--- src/sv/esc_pkg.sv ---
`default_nettype none

package esc_pkg;

  // Built sizes
  localparam int PAGES      = 16;
  localparam int FRAMES     = 8;
  localparam int SWAP_SLOTS = 16;

  localparam int PAGE_W  = $clog2(PAGES);
  localparam int FRAME_W = $clog2(FRAMES);
  localparam int CNT_W   = $clog2(FRAMES + 1);
  localparam int SLOT_W  = $clog2(SWAP_SLOTS);
  localparam int CFG_W   = 4;
  localparam int TOT_W   = 16;

  localparam logic [CFG_W-1:0] ACTIVE_FRAMES_RST = CFG_W'(FRAMES);

  // Access kinds
  localparam logic OP_READ  = 1'b0;
  localparam logic OP_WRITE = 1'b1;

  typedef struct packed {
    logic              op;
    logic [PAGE_W-1:0] page;
  } in_item_t;

  typedef struct packed {
    logic               hit;
    logic [FRAME_W-1:0] frame;
    logic               evicted_valid;
    logic [PAGE_W-1:0]  evicted_page;
    logic [SLOT_W-1:0]  evicted_slot;
    logic               loaded_from_swap;
    logic [SLOT_W-1:0]  loaded_slot;
    logic [TOT_W-1:0]   miss_total;
    logic [TOT_W-1:0]   access_total;
  } out_item_t;

  // Controller to datapath
  typedef struct packed {
    logic start;
    logic access;
    logic scan;
    logic evict;
    logic slot;
    logic install;
    logic emit;
  } esc_cmd_t;

  // Datapath to controller
  typedef struct packed {
    logic hit;
    logic fill;
    logic found;
    logic slot_free;
    logic slot_last;
    logic out_free;
  } esc_sts_t;

endpackage

`default_nettype wire

--- src/sv/enhanced_second_chance_pager.sv ---
// Enhanced second-chance page replacement with a swap area.
//
// Input channel: one page access (op, page) per transfer, on in_valid_i with
// in_stall_o from the block. Output channel: one result per access (hit,
// frame, eviction and swap-load details, running totals) on out_valid_o,
// with out_stall_i from the receiver. cfg_we_i writes active_frames from
// cfg_wdata_i; write it only while no access is in progress.
//
// One access is processed at a time. A hit goes straight to its result,
// and a fill of a free frame first installs the page. A replacement
// walks the clock one frame per cycle, over up to 3 x active_frames + 1
// frames, then probes the swap slots one per cycle, up to 16 slots. The
// next access is taken on the cycle after the result is loaded into the
// output register.
//
// Reset empties all frames and swap slots, clears the totals and sets
// active_frames to 8. While the receiver stalls, the output register holds
// its result; one further access may complete and waits until it frees.
`default_nettype none

module enhanced_second_chance_pager (
  input  wire                clk_i,
  input  wire                rst_ni,
  input  wire                cfg_we_i,
  input  wire [3:0]          cfg_wdata_i,
  input  wire                in_valid_i,
  output logic               in_stall_o,
  input  esc_pkg::in_item_t  in_item_i,
  output logic               out_valid_o,
  input  wire                out_stall_i,
  output esc_pkg::out_item_t out_item_o
);
  import esc_pkg::*;

  esc_cmd_t cmd;
  esc_sts_t sts;

  // Sequencer
  esc_ctrl u_ctrl (
    .clk_i      (clk_i),
    .rst_ni     (rst_ni),
    .in_valid_i (in_valid_i),
    .in_stall_o (in_stall_o),
    .sts_i      (sts),
    .cmd_o      (cmd)
  );

  // Page tables, clock search, swap allocation and output register
  esc_dpath u_dpath (
    .clk_i       (clk_i),
    .rst_ni      (rst_ni),
    .cfg_we_i    (cfg_we_i),
    .cfg_wdata_i (cfg_wdata_i),
    .in_item_i   (in_item_i),
    .out_valid_o (out_valid_o),
    .out_stall_i (out_stall_i),
    .out_item_o  (out_item_o),
    .cmd_i       (cmd),
    .sts_o       (sts)
  );

endmodule

`default_nettype wire

--- src/sv/esc_ctrl.sv ---
`default_nettype none

module esc_ctrl (
  input  wire              clk_i,
  input  wire              rst_ni,
  input  wire              in_valid_i,
  output logic             in_stall_o,
  input  esc_pkg::esc_sts_t sts_i,
  output esc_pkg::esc_cmd_t cmd_o
);
  import esc_pkg::*;

  localparam logic [2:0] S_IDLE    = 3'd0;
  localparam logic [2:0] S_ACCESS  = 3'd1;
  localparam logic [2:0] S_SCAN    = 3'd2;
  localparam logic [2:0] S_EVICT   = 3'd3;
  localparam logic [2:0] S_SLOT    = 3'd4;
  localparam logic [2:0] S_INSTALL = 3'd5;
  localparam logic [2:0] S_FINISH  = 3'd6;

  logic [2:0] state_q, state_d;

  // Only one access in flight
  assign in_stall_o = (state_q != S_IDLE);

  // Next state and commands
  always_comb begin
    state_d = state_q;
    cmd_o   = '0;
    unique case (state_q)
      S_IDLE: begin
        if (in_valid_i) begin
          cmd_o.start = 1'b1;
          state_d     = S_ACCESS;
        end
      end
      S_ACCESS: begin
        cmd_o.access = 1'b1;
        if (sts_i.hit) begin
          state_d = S_FINISH;
        end else if (sts_i.fill) begin
          state_d = S_INSTALL;
        end else begin
          state_d = S_SCAN;
        end
      end
      S_SCAN: begin
        cmd_o.scan = 1'b1;
        if (sts_i.found) begin
          state_d = S_EVICT;
        end
      end
      S_EVICT: begin
        cmd_o.evict = 1'b1;
        state_d     = S_SLOT;
      end
      S_SLOT: begin
        cmd_o.slot = 1'b1;
        if (sts_i.slot_free || sts_i.slot_last) begin
          state_d = S_INSTALL;
        end
      end
      S_INSTALL: begin
        cmd_o.install = 1'b1;
        state_d       = S_FINISH;
      end
      S_FINISH: begin
        if (sts_i.out_free) begin
          cmd_o.emit = 1'b1;
          state_d    = S_IDLE;
        end
      end
      default: begin
        state_d = S_IDLE;
      end
    endcase
  end

  always_ff @(posedge clk_i or negedge rst_ni) begin
    if (!rst_ni) begin
      state_q <= S_IDLE;
    end else begin
      state_q <= state_d;
    end
  end

  // A scan only follows a miss that found no free frame
  a_scan_entry: assert property (@(posedge clk_i) disable iff (!rst_ni)
    (state_q == S_ACCESS && !sts_i.hit && !sts_i.fill) |=> (state_q == S_SCAN))
    else $error("scan not entered after full-frame miss");

  // Results leave only when the output register can take them
  a_emit_free: assert property (@(posedge clk_i) disable iff (!rst_ni)
    cmd_o.emit |-> sts_i.out_free)
    else $error("emit while output register blocked");

  // A hit goes straight to the result
  a_hit_path: assert property (@(posedge clk_i) disable iff (!rst_ni)
    (state_q == S_ACCESS && sts_i.hit) |=> (state_q == S_FINISH))
    else $error("hit did not finish directly");

endmodule

`default_nettype wire

--- src/sv/esc_dpath.sv ---
`default_nettype none

module esc_dpath (
  input  wire                clk_i,
  input  wire                rst_ni,
  input  wire                cfg_we_i,
  input  wire [3:0]          cfg_wdata_i,
  input  esc_pkg::in_item_t  in_item_i,
  output logic               out_valid_o,
  input  wire                out_stall_i,
  output esc_pkg::out_item_t out_item_o,
  input  esc_pkg::esc_cmd_t  cmd_i,
  output esc_pkg::esc_sts_t  sts_o
);
  import esc_pkg::*;

  // Configuration
  logic [CFG_W-1:0] active_frames_q;
  logic [CNT_W-1:0] n_eff;

  // Current access
  logic              op_q;
  logic [PAGE_W-1:0] page_q;
  out_item_t         res_q;

  // Per-page and per-slot flags (reset) and payload (no reset)
  logic [PAGES-1:0]      resident_q;
  logic [PAGES-1:0]      ref_q;
  logic [PAGES-1:0]      dirty_q;
  logic [PAGES-1:0]      slot_valid_q;
  logic [SWAP_SLOTS-1:0] busy_q;
  logic [FRAME_W-1:0]    frame_of_q [PAGES];
  logic [SLOT_W-1:0]     slot_of_q  [PAGES];
  logic [PAGE_W-1:0]     owner_q    [FRAMES];

  // Clock and search state
  logic [CNT_W-1:0]   filled_q;
  logic [FRAME_W-1:0] hand_q;
  logic [FRAME_W-1:0] j_q;
  logic [FRAME_W-1:0] k_q;
  logic [1:0]         pass_q;
  logic [FRAME_W-1:0] f_q;
  logic [PAGE_W-1:0]  vq_q;
  logic [SLOT_W-1:0]  s_q;
  logic [TOT_W-1:0]   fault_q;
  logic [TOT_W-1:0]   access_q;

  // Output register
  logic      out_valid_q;
  out_item_t out_q;

  // Combinational helpers
  logic [PAGE_W-1:0]  scan_pg;
  logic [PAGE_W-1:0]  ev_pg;
  logic               found;
  logic [CNT_W-1:0]   j_inc;
  logic [CNT_W-1:0]   k_inc;
  logic [CNT_W-1:0]   f_inc;
  logic [FRAME_W-1:0] hand_start;
  logic [SLOT_W-1:0]  ld_slot;
  out_item_t          res_acc;
  out_item_t          res_emit;

  // Frames in use, clamped to 1..FRAMES
  always_comb begin
    priority if (active_frames_q == '0) begin
      n_eff = CNT_W'(1);
    end else if (active_frames_q > CFG_W'(FRAMES)) begin
      n_eff = CNT_W'(FRAMES);
    end else begin
      n_eff = CNT_W'(active_frames_q);
    end
  end

  assign scan_pg    = owner_q[j_q];
  assign ev_pg      = owner_q[f_q];
  assign found      = !ref_q[scan_pg] && (dirty_q[scan_pg] == pass_q[0]);
  assign j_inc      = {1'b0, j_q} + CNT_W'(1);
  assign k_inc      = {1'b0, k_q} + CNT_W'(1);
  assign f_inc      = {1'b0, f_q} + CNT_W'(1);
  assign hand_start = ({1'b0, hand_q} < n_eff) ? hand_q : '0;
  assign ld_slot    = slot_of_q[page_q];

  // Result as first formed on the access cycle
  always_comb begin
    res_acc       = '0;
    res_acc.hit   = resident_q[page_q];
    res_acc.frame = resident_q[page_q] ? frame_of_q[page_q] : '0;
  end

  // Result with running totals, as loaded into the output register
  always_comb begin
    res_emit              = res_q;
    res_emit.miss_total   = fault_q;
    res_emit.access_total = access_q;
  end

  // Status to controller
  always_comb begin
    sts_o           = '0;
    sts_o.hit       = resident_q[page_q];
    sts_o.fill      = (filled_q < n_eff);
    sts_o.found     = found;
    sts_o.slot_free = !busy_q[s_q];
    sts_o.slot_last = (s_q == SLOT_W'(SWAP_SLOTS - 1));
    sts_o.out_free  = !out_valid_q || !out_stall_i;
  end

  // Configuration register
  always_ff @(posedge clk_i or negedge rst_ni) begin
    if (!rst_ni) begin
      active_frames_q <= ACTIVE_FRAMES_RST;
    end else if (cfg_we_i) begin
      active_frames_q <= cfg_wdata_i;
    end
  end

  // Control state: flags, hand, fill count, counters
  always_ff @(posedge clk_i or negedge rst_ni) begin
    if (!rst_ni) begin
      resident_q   <= '0;
      ref_q        <= '0;
      dirty_q      <= '0;
      slot_valid_q <= '0;
      busy_q       <= '0;
      filled_q     <= '0;
      hand_q       <= '0;
      fault_q      <= '0;
      access_q     <= '0;
    end else begin
      if (cmd_i.access) begin
        ref_q[page_q]   <= 1'b1;
        dirty_q[page_q] <= op_q;
        if (access_q != '1) begin
          access_q <= access_q + TOT_W'(1);
        end
        if (!resident_q[page_q]) begin
          if (fault_q != '1) begin
            fault_q <= fault_q + TOT_W'(1);
          end
          if (filled_q < n_eff) begin
            filled_q <= filled_q + CNT_W'(1);
          end
        end
      end
      // second pass of each round clears the reference bits it passes
      if (cmd_i.scan && !found && pass_q[0]) begin
        ref_q[scan_pg] <= 1'b0;
      end
      if (cmd_i.evict) begin
        resident_q[ev_pg]   <= 1'b0;
        slot_valid_q[ev_pg] <= 1'b0;
        hand_q <= (f_inc >= n_eff) ? '0 : f_inc[FRAME_W-1:0];
      end
      if (cmd_i.slot && !busy_q[s_q]) begin
        busy_q[s_q]        <= 1'b1;
        slot_valid_q[vq_q] <= 1'b1;
      end
      if (cmd_i.install) begin
        resident_q[page_q] <= 1'b1;
        if (slot_valid_q[page_q]) begin
          busy_q[ld_slot]      <= 1'b0;
          slot_valid_q[page_q] <= 1'b0;
        end
      end
    end
  end

  // Search control: pass, step count, frame under the hand
  always_ff @(posedge clk_i or negedge rst_ni) begin
    if (!rst_ni) begin
      j_q    <= '0;
      k_q    <= '0;
      pass_q <= '0;
    end else if (cmd_i.access) begin
      j_q    <= hand_start;
      k_q    <= '0;
      pass_q <= '0;
    end else if (cmd_i.scan && !found) begin
      j_q <= (j_inc == n_eff) ? '0 : j_inc[FRAME_W-1:0];
      if (k_inc == n_eff) begin
        k_q    <= '0;
        pass_q <= pass_q + 2'd1;
      end else begin
        k_q <= k_inc[FRAME_W-1:0];
      end
    end
  end

  // Payload: current item, victim, tables, result fields
  always_ff @(posedge clk_i) begin
    if (cmd_i.start) begin
      op_q   <= in_item_i.op;
      page_q <= in_item_i.page;
    end
    if (cmd_i.access) begin
      res_q <= res_acc;
      f_q   <= filled_q[FRAME_W-1:0];
    end
    if (cmd_i.scan && found) begin
      f_q <= j_q;
    end
    if (cmd_i.evict) begin
      vq_q                <= ev_pg;
      s_q                 <= '0;
      res_q.evicted_valid <= 1'b1;
      res_q.evicted_page  <= ev_pg;
    end
    if (cmd_i.slot) begin
      if (!busy_q[s_q]) begin
        slot_of_q[vq_q]    <= s_q;
        res_q.evicted_slot <= s_q;
      end else begin
        s_q <= s_q + SLOT_W'(1);
      end
    end
    if (cmd_i.install) begin
      owner_q[f_q]      <= page_q;
      frame_of_q[page_q] <= f_q;
      res_q.frame       <= f_q;
      if (slot_valid_q[page_q]) begin
        res_q.loaded_from_swap <= 1'b1;
        res_q.loaded_slot      <= ld_slot;
      end
    end
    if (cmd_i.emit) begin
      out_q <= res_emit;
    end
  end

  // Output valid
  always_ff @(posedge clk_i or negedge rst_ni) begin
    if (!rst_ni) begin
      out_valid_q <= 1'b0;
    end else if (cmd_i.emit) begin
      out_valid_q <= 1'b1;
    end else if (!out_stall_i) begin
      out_valid_q <= 1'b0;
    end
  end

  assign out_valid_o = out_valid_q;
  assign out_item_o  = out_q;

  // Faults never outnumber accesses
  a_cnt_order: assert property (@(posedge clk_i) disable iff (!rst_ni)
    access_q >= fault_q)
    else $error("fault count above access count");

  // The fourth pass always finds a victim
  a_scan_bound: assert property (@(posedge clk_i) disable iff (!rst_ni)
    (cmd_i.scan && pass_q == 2'd3 && k_inc == n_eff) |-> found)
    else $error("clock search ran past the fourth pass");

  // The victim frame holds a resident page
  a_victim_res: assert property (@(posedge clk_i) disable iff (!rst_ni)
    cmd_i.evict |-> resident_q[ev_pg])
    else $error("victim page not resident");

  // A page put into swap was resident until this fault
  a_slot_owner: assert property (@(posedge clk_i) disable iff (!rst_ni)
    (cmd_i.slot && !busy_q[s_q]) |-> !resident_q[vq_q] && !slot_valid_q[vq_q])
    else $error("swap slot given to a page still resident or holding a slot");

endmodule

`default_nettype wire
--- config.mk ---
export PLATFORM = sky130hd
export DESIGN_NAME = enhanced_second_chance_pager
export DESIGN_NICKNAME = d
export VERILOG_FILES = /design/src/sv/esc_pkg.sv /design/src/sv/enhanced_second_chance_pager.sv /design/src/sv/esc_ctrl.sv /design/src/sv/esc_dpath.sv
export SDC_FILE = /design/constraint.sdc
export NUM_CORES = 1
export LEC_CHECK = 0
export ABC_AREA = 1
export BUFFER_PORTS_ARGS = -buffer_cell sky130_fd_sc_hd__buf_2
export CORE_ASPECT_RATIO = 1.25
export CORE_MARGIN = 4
export CORE_UTILIZATION = 62
export DETAILED_ROUTE_END_ITERATION = 7
export GPL_TIMING_DRIVEN = 0
export PLACE_DENSITY = 0.83
export RECOVER_POWER = 50
export SLEW_MARGIN = 20
export SYNTH_ARGS = -nofsm -noshare
export SYNTH_HDL_FRONTEND = slang
export SYNTH_SLANG_ARGS = --single-unit
export TNS_END_PERCENT = 30
--- constraint.sdc ---
create_clock -name clk_i -period 3.8 [get_ports clk_i]
set_input_delay 0.38 -clock clk_i [delete_from_list [all_inputs] [get_ports clk_i]]
set_output_delay 0.38 -clock clk_i [all_outputs]
set_load 0.05 [all_outputs]
* Word level (Yosys, flattened, before mapping)
Memory sizes are Yosys's and may differ from the RTL's. A register that Yosys moved wholly into a read port is not among the register bits.
Cells that the tools add are included.
** Storage, ports and cells
- Bits in registers :: 219
- Memories :: 3
- Bits in writable memories :: 144
- Input port bits :: 14
** Cells by class
- Order comparisons :: 16
- Reduce and logical (&&, ||, !) cells :: 31
- Eq/ne operators :: 17
- Muxes and demuxes :: 86
- Bitwise gates (word level) :: 14
- Add/subtract/negate cells :: 8
** Memory list
- u_dpath.slot_of_q :: depth 16, bits a word 4, rd ports 1, clocked after memory_dff 1, wr ports 1, RTL line esc_dpath.sv:33 : logic [SLOT_W-1:0] slot_of_q [PAGES];
- u_dpath.frame_of_q :: depth 16, bits a word 3, rd ports 1, clocked after memory_dff 1, wr ports 1, RTL line esc_dpath.sv:32 : logic [FRAME_W-1:0] frame_of_q [PAGES];
- u_dpath.owner_q :: depth 8, bits a word 4, rd ports 2, clocked after memory_dff 1, wr ports 1, RTL line esc_dpath.sv:34 : logic [PAGE_W-1:0] owner_q [FRAMES];
** Operators by type and width (number)
- 16-bit two-way mux :: 11
- 16-bit bitwise AND :: 5
- 16-bit NOT :: 4
- 16-bit bitwise OR :: 4
- 3-bit two-way mux :: 19
- 49-bit two-way mux :: 1
- 4-bit two-way mux :: 10
- 16-bit by 1-bit adder with 16-bit output (second input constant) :: 2
- 16-bit inequality test (second input constant) :: 2
- 4-bit by 5-bit < comparator with 1-bit output (second input constant) :: 6
- 1-bit two-way mux :: 27
- 1-bit demux with 4-bit select :: 6
- 4-bit by 1-bit >= comparator with 1-bit output (second input constant) :: 6
- 3-bit one-hot mux with 7 select lines :: 1
- 1-bit binary-select mux with 4-bit select :: 5
- 16-bit bitwise mux :: 1
- 3-bit by 1-bit adder with 4-bit output (second input constant) :: 3
- 1-bit logical AND :: 11
- 5-bit two-way mux :: 2
- 2-bit nonzero test :: 5
- 3-bit equality test (second input constant) :: 3
- 4-bit by 1-bit adder with 4-bit output (second input constant) :: 2
- 4-bit equality test :: 2
- 3-bit by 2-bit equality test with 1-bit output (second input constant) :: 2
- other kinds (20) :: 32

* Longest topological paths before layout
- Word-level depth :: 12
- Gate-level depth with buffers :: 22
- Gate-level depth less buffers :: 19

* Hierarchy
Synthesis repeated with hierarchy kept, for this count alone.
** Second synthesis, totals
- Cells, all modules :: 1692
- Area total of the unflattened synthesis :: 16803.6 um^2
** By module, submodules not included
- esc_dpath :: sequential area each 10126.0 um^2, cells an instance 1642, times used 1, area each 16493.3 um^2
- esc_ctrl :: sequential area each 75.1 um^2, cells an instance 50, times used 1, area each 310.3 um^2

* Least setup slack after synthesis
No wires, ideal clock.
- Path kind :: register to register
- From :: register u_dpath.out_valid_q (netlist: u_dpath.out_valid_o)
- To :: register u_dpath.out_q (netlist bit u_dpath.out_item_o[0]), enable pin
- Setup slack :: 479 ps
- Library setup time :: 458 ps
- Path buffers :: 0
- Stages on the path, launching flop included :: 4
- Arrival time :: 2862 ps
- Data required time :: 3342 ps
- Cell sequence :: dfrtp_1 nand2_1 inv_1 nor2_1
** RTL lines
- from (decl) :: RTL line esc_dpath.sv:49 : logic out_valid_q;
- from (signal assigned) :: RTL line esc_dpath.sv:234 : out_valid_q <= 1'b0;
- from (signal assigned) :: RTL line esc_dpath.sv:236 : out_valid_q <= 1'b1;
- from (signal assigned) :: RTL line esc_dpath.sv:238 : out_valid_q <= 1'b0;
- to (signal assigned) :: RTL line esc_dpath.sv:227 : out_q <= res_emit;
- to (decl) :: RTL line esc_dpath.sv:50 : out_item_t out_q;

* Final worst setup path
- From :: register u_dpath.page_q[1]
- To :: register u_dpath.busy_q[7]
** On the way
- Longest elaborated chain between the ends :: 4
** RTL lines
- from (decl) :: RTL line esc_dpath.sv:23 : logic [PAGE_W-1:0] page_q;
- from (signal assigned) :: RTL line esc_dpath.sv:194 : page_q <= in_item_i.page;
- 1-bit binary-select mux with 4-bit select :: RTL line esc_dpath.sv:161 : if (slot_valid_q[page_q]) begin
- 1-bit two-way mux (not written as such) :: RTL line esc_dpath.sv:161
- 16-bit two-way mux :: RTL line esc_dpath.sv:161
- 16-bit two-way mux :: RTL line esc_dpath.sv:159 : if (cmd_i.install) begin
- to (signal assigned) :: RTL line esc_dpath.sv:125 : busy_q <= '0;
- to (signal, indexed assignment) :: RTL line esc_dpath.sv:156 : busy_q[s_q] <= 1'b1;
- to (signal, indexed assignment) :: RTL line esc_dpath.sv:162 : busy_q[ld_slot] <= 1'b0;
- to (decl) :: RTL line esc_dpath.sv:31 : logic [SWAP_SLOTS-1:0] busy_q;
Every way passes these cells. The select of a mux whose other input is x is not followed.
A chain may end at the register's enable or synchronous reset.

==> metrics list <==
- Detailed placement ended at an HPWL of 28.72 mm.
- Number of diodes: 0
* Grt met3 use: roughly 3.9%
* Area enclosed by the die boundary: 29,420 um^2
- Count of buffers from port buffering: 65
- Max-cap violations in this run came to 1.
* Commonest cells after routing, fill and taps aside: 276 x nand2_1, 214 x edfxtp_1, 205 x inv_1, 205 x nor2_1, 147 x o21ai_0
- The floorplan step set the die height to roughly 190 um.
- Routed WL: 40.81 mm
* GR Util All Layers: 27.75%
- In this design, the critical path's most frequently occurring cell is nor2_1.
* Layer with the highest usage: met2
- Ys flop type: edfxtp_1
* Die outline width: between 150 and 200 um
* Critical path arrival: 3680 ps
* Count of buffers added by post-CTS timing repair for setup: 0
* Time the worst path needs with I/O delays and setup: 3307 ps
- Derived from the worst setup path, the maximum achievable clock frequency is 302.4 MHz.
- After clock tree synthesis, the clock-pin slew on the worst setup and hold paths is around 70 ps.
- Classification of the worst setup path: reg2reg
* Max transition margin: -43.82%
- Residual overflow from global routing: 0
* TritonCTS clock tree: done
- Layout cell share with drive strength beyond 1: 7.995%
- Synth Cell Area: 16,570 um^2
* Number of synthesis warnings: 0
* Type of the worst min-delay path: in2reg
- The count of nets left with antenna violations once routing finished came out at 0.
* H-Tree Depth: 2
- Met2 capacity usage during global routing: 47.86%
- First-pass GRT wire length: 64.82 mm
- Number of primary I/O pins: 66
- Commonest non-fill, non-tap cell in the layout: nand2_1
- Routed WL per cell: a little under 20 um
* Crit. End Element: flop
- Of the synthesized area, sequential elements account for 61.57%.
* Asr flop ratio synth: roughly 36%
- No sink is reached through more buffers than the 3 on the longest clock path.
- Clock sink count: 369
- Std cell rows: 66
- Setup violations remaining at the end of the flow were counted as 0.
- The finished layout holds 2,116 standard cells, fillers aside.
- The checks that failed: max-capacitance violations, max-slew violations.
- Vias post-DR: approximately 12,000
- Global routing consumed, on the met1 layer, 35.11% of the routing resources.
- The max-slew violation count was 37.
* DRT Pass-1 Iters: 7
- The later pin in the worst-skew pair is clocked with a latency of 530 ps.
- Entering global routing, the biggest net connects 99 pins.
* Required time of the worst setup path: 4180 ps
- Buffers inserted during clock tree synthesis total 35.
- For this configuration, the core starts out at a cell density of 63.29%.
- Delay of the slowest cell on the worst path: 690 ps
- Count of unresolved DRC violations after routing: 0
* Number of nets in the synthesized netlist: 1,676
* Post-Synthesis Cells: between 1,500 and 2,000
- The signal on the critical path passes through nor2_1 > inv_1 > o22ai_1 > o21ai_0 > nand4_1 > nor2_1 > clkinv_1 > nor2_1 > inv_1 > nor2_1 > a2bb2oi_1.
- Counting flops with a built-in enable in the synthesized netlist gives ~210.
- Setup TNS: 0 ps
- Actual transition at the worst max-transition pin: 2157 ps
- Clock tree root buffer cell: clkbuf_16
* Max FO, Critical Path: 13
- The worst path uses roughly 87% of the clock period.
- Total of flip-flops plus latches after synthesis: roughly 370
- Setup skew after layout: 19.98 ps
- In this run, placement finished with an instance count of about 2,100.
- Status: finished with violations
* P per Cell Area: 805.9 nW/um^2
* Kind of start point of the critical path: flop
- Leakage: 0.007801 uW
- The average instance in the mapped netlist occupies ~10 um^2.
- Antenna violations before repair: 0
* Routability cong.: 0.9307
- From synthesis to final layout, the design area changed by 12.78%.
* Area of the placeable core: 26,180 um^2
- The number of global-route vias before repair came to 12,220.
* Peak supply drop: 509.2 uV
- After the first detailed-routing iteration, the DRC count stood at 1,082.
- Setup slack on the worst flop-to-flop path: 490 ps
- For this run, the post-layout net count is 1,782.
- Distinct cells, synth: 54
- Dividing the detail-routed via count by the number of cells gives 5.819.
- Number of hold violations in the final report: 0
- The slowest stage of the critical path is the edfxtp_1 cell.
- Unrepaired setup endpoints after global routing: false
[path summary, 6_finish.rpt]
check                                      from                    endpoint  cells past startpoint
max                           u_dpath.page_q[1]           u_dpath.busy_q[7]                     11
min                                in_item_i[4]                u_dpath.op_q                      1
max reg2reg                   u_dpath.page_q[1]           u_dpath.busy_q[7]                     11
min reg2reg                u_dpath.res_emit[49]      u_dpath.out_item_o[49]                      0
max in group asynchronous                rst_ni  u_dpath.active_frames_q[3]                      3
min in group asynchronous                rst_ni         u_dpath.fault_q[11]                      2
[critical path, delay by kind of cell, from the launching register on]
family                 cells  cell delay, ps
and+or+nand+nor            5            1220
buffers and inverters      3             740
DFF                        1             690
AOI/OAI and AO/OA          3             520
[power breakdown]
group / leakage (uW) / total [uW] / switching, uW / internal [uW]
logic: 0.00330 / 5100 / 3640 / 1460
registers: 0.00385 / 5970 / 633 / 5340
clock network: 0.000645 / 3990 / 1530 / 2460
total: 0.00780 / 15100 / 5800 / 9260
[layout make-up]
cell class	count	area [um^2]
Sequential cell	369	10200
Fill cell	1839	7493
Multi-Input combinational cell	1016	5341
Clock buffer	44	980.9
Inverter	215	809.5
Tap cell	340	425.4
Timing Repair Buffer	69	361.6
Clock inverter	20	347.8
Buffer	43	215.2
[Yosys cell counts (all sizes together) (11+ instances only)]
cell    count  area share [%]
a22oi      19            0.86
nand3      61             2.0
clkbuf     26            0.59
buf        17            0.71
nor2      208             4.9
nand2     284             6.6
a21oi      91             3.0
dfxtp      21             2.5
o21ai     152             4.6
mux2i      29             1.8
ha         19             1.4
nand4      11            0.42
dfrtp     133              20
edfxtp    214              39
xor2       30             1.6
inv       211             4.8
o211ai     23             1.0
xnor2      11            0.58
[per-layer routing]
layer  vias up  routed length [um]
met5         -                   0
met4         0                1798
met3       113                2780
met2       538               20540
met1      5902               15690
li1       5759                   -
[kinds of logic (layout without fill, tap and decap cells)]
kind of cell             Yosys count  after routing  synth area share, %
AO/OA/AOI/OAI                    331            331                11.64
XOR/XNOR                          41             41                2.167
adder cells (fa/ha/maj)           19             19                1.435
buffers and inverters            258            391                6.185
flip-flops                       369            369                61.57
multiplexers                      32             32                1.956
AND/OR/NAND/NOR                  593            593                15.04
[registers in the layout (all words and copies together), names as in the netlist, 16 cells and up, named ones only]
signal	cells
u_dpath.busy_q	16
u_dpath.owner_q	32
u_dpath.slot_of_q	64
u_dpath.fault_q	16
u_dpath.out_item_o	50
u_dpath.access_q	16
u_dpath.resident_q	16
u_dpath.dirty_q	16
u_dpath.ref_q	16
u_dpath.res_emit	18
u_dpath.frame_of_q	48
u_dpath.slot_valid_q	16
[stage by stage]
step | cell area [um^2] | power (uW) | hold slack, ps | setup slack (ps) | util, %
4_1_cts | 18750 | 15030 | 39.28 | 452.7 | 71.62
6_report | 18680 | 15060 | 49.73 | 493.5 | 71.37
5_1_grt | 18680 | 15870 | 44.09 | 252.0 | 71.37
3_5_place_dp | 17410 | 11030 | 278.0 | 486.2 | 66.51
2_1_floorplan | 16570 | 9474 | 84.41 | 479.3 | -
3_3_place_gp | 17320 | 10830 | 401.7 | -504.9 | 66.16
[repair_timing]
action	in CTS	in global routing
hold endpoints to repair	36	0
setup endpoints to repair	0	5
gates resized for setup	0	1
hold buffers	1	0
Power figures use the tool's default switching activity.
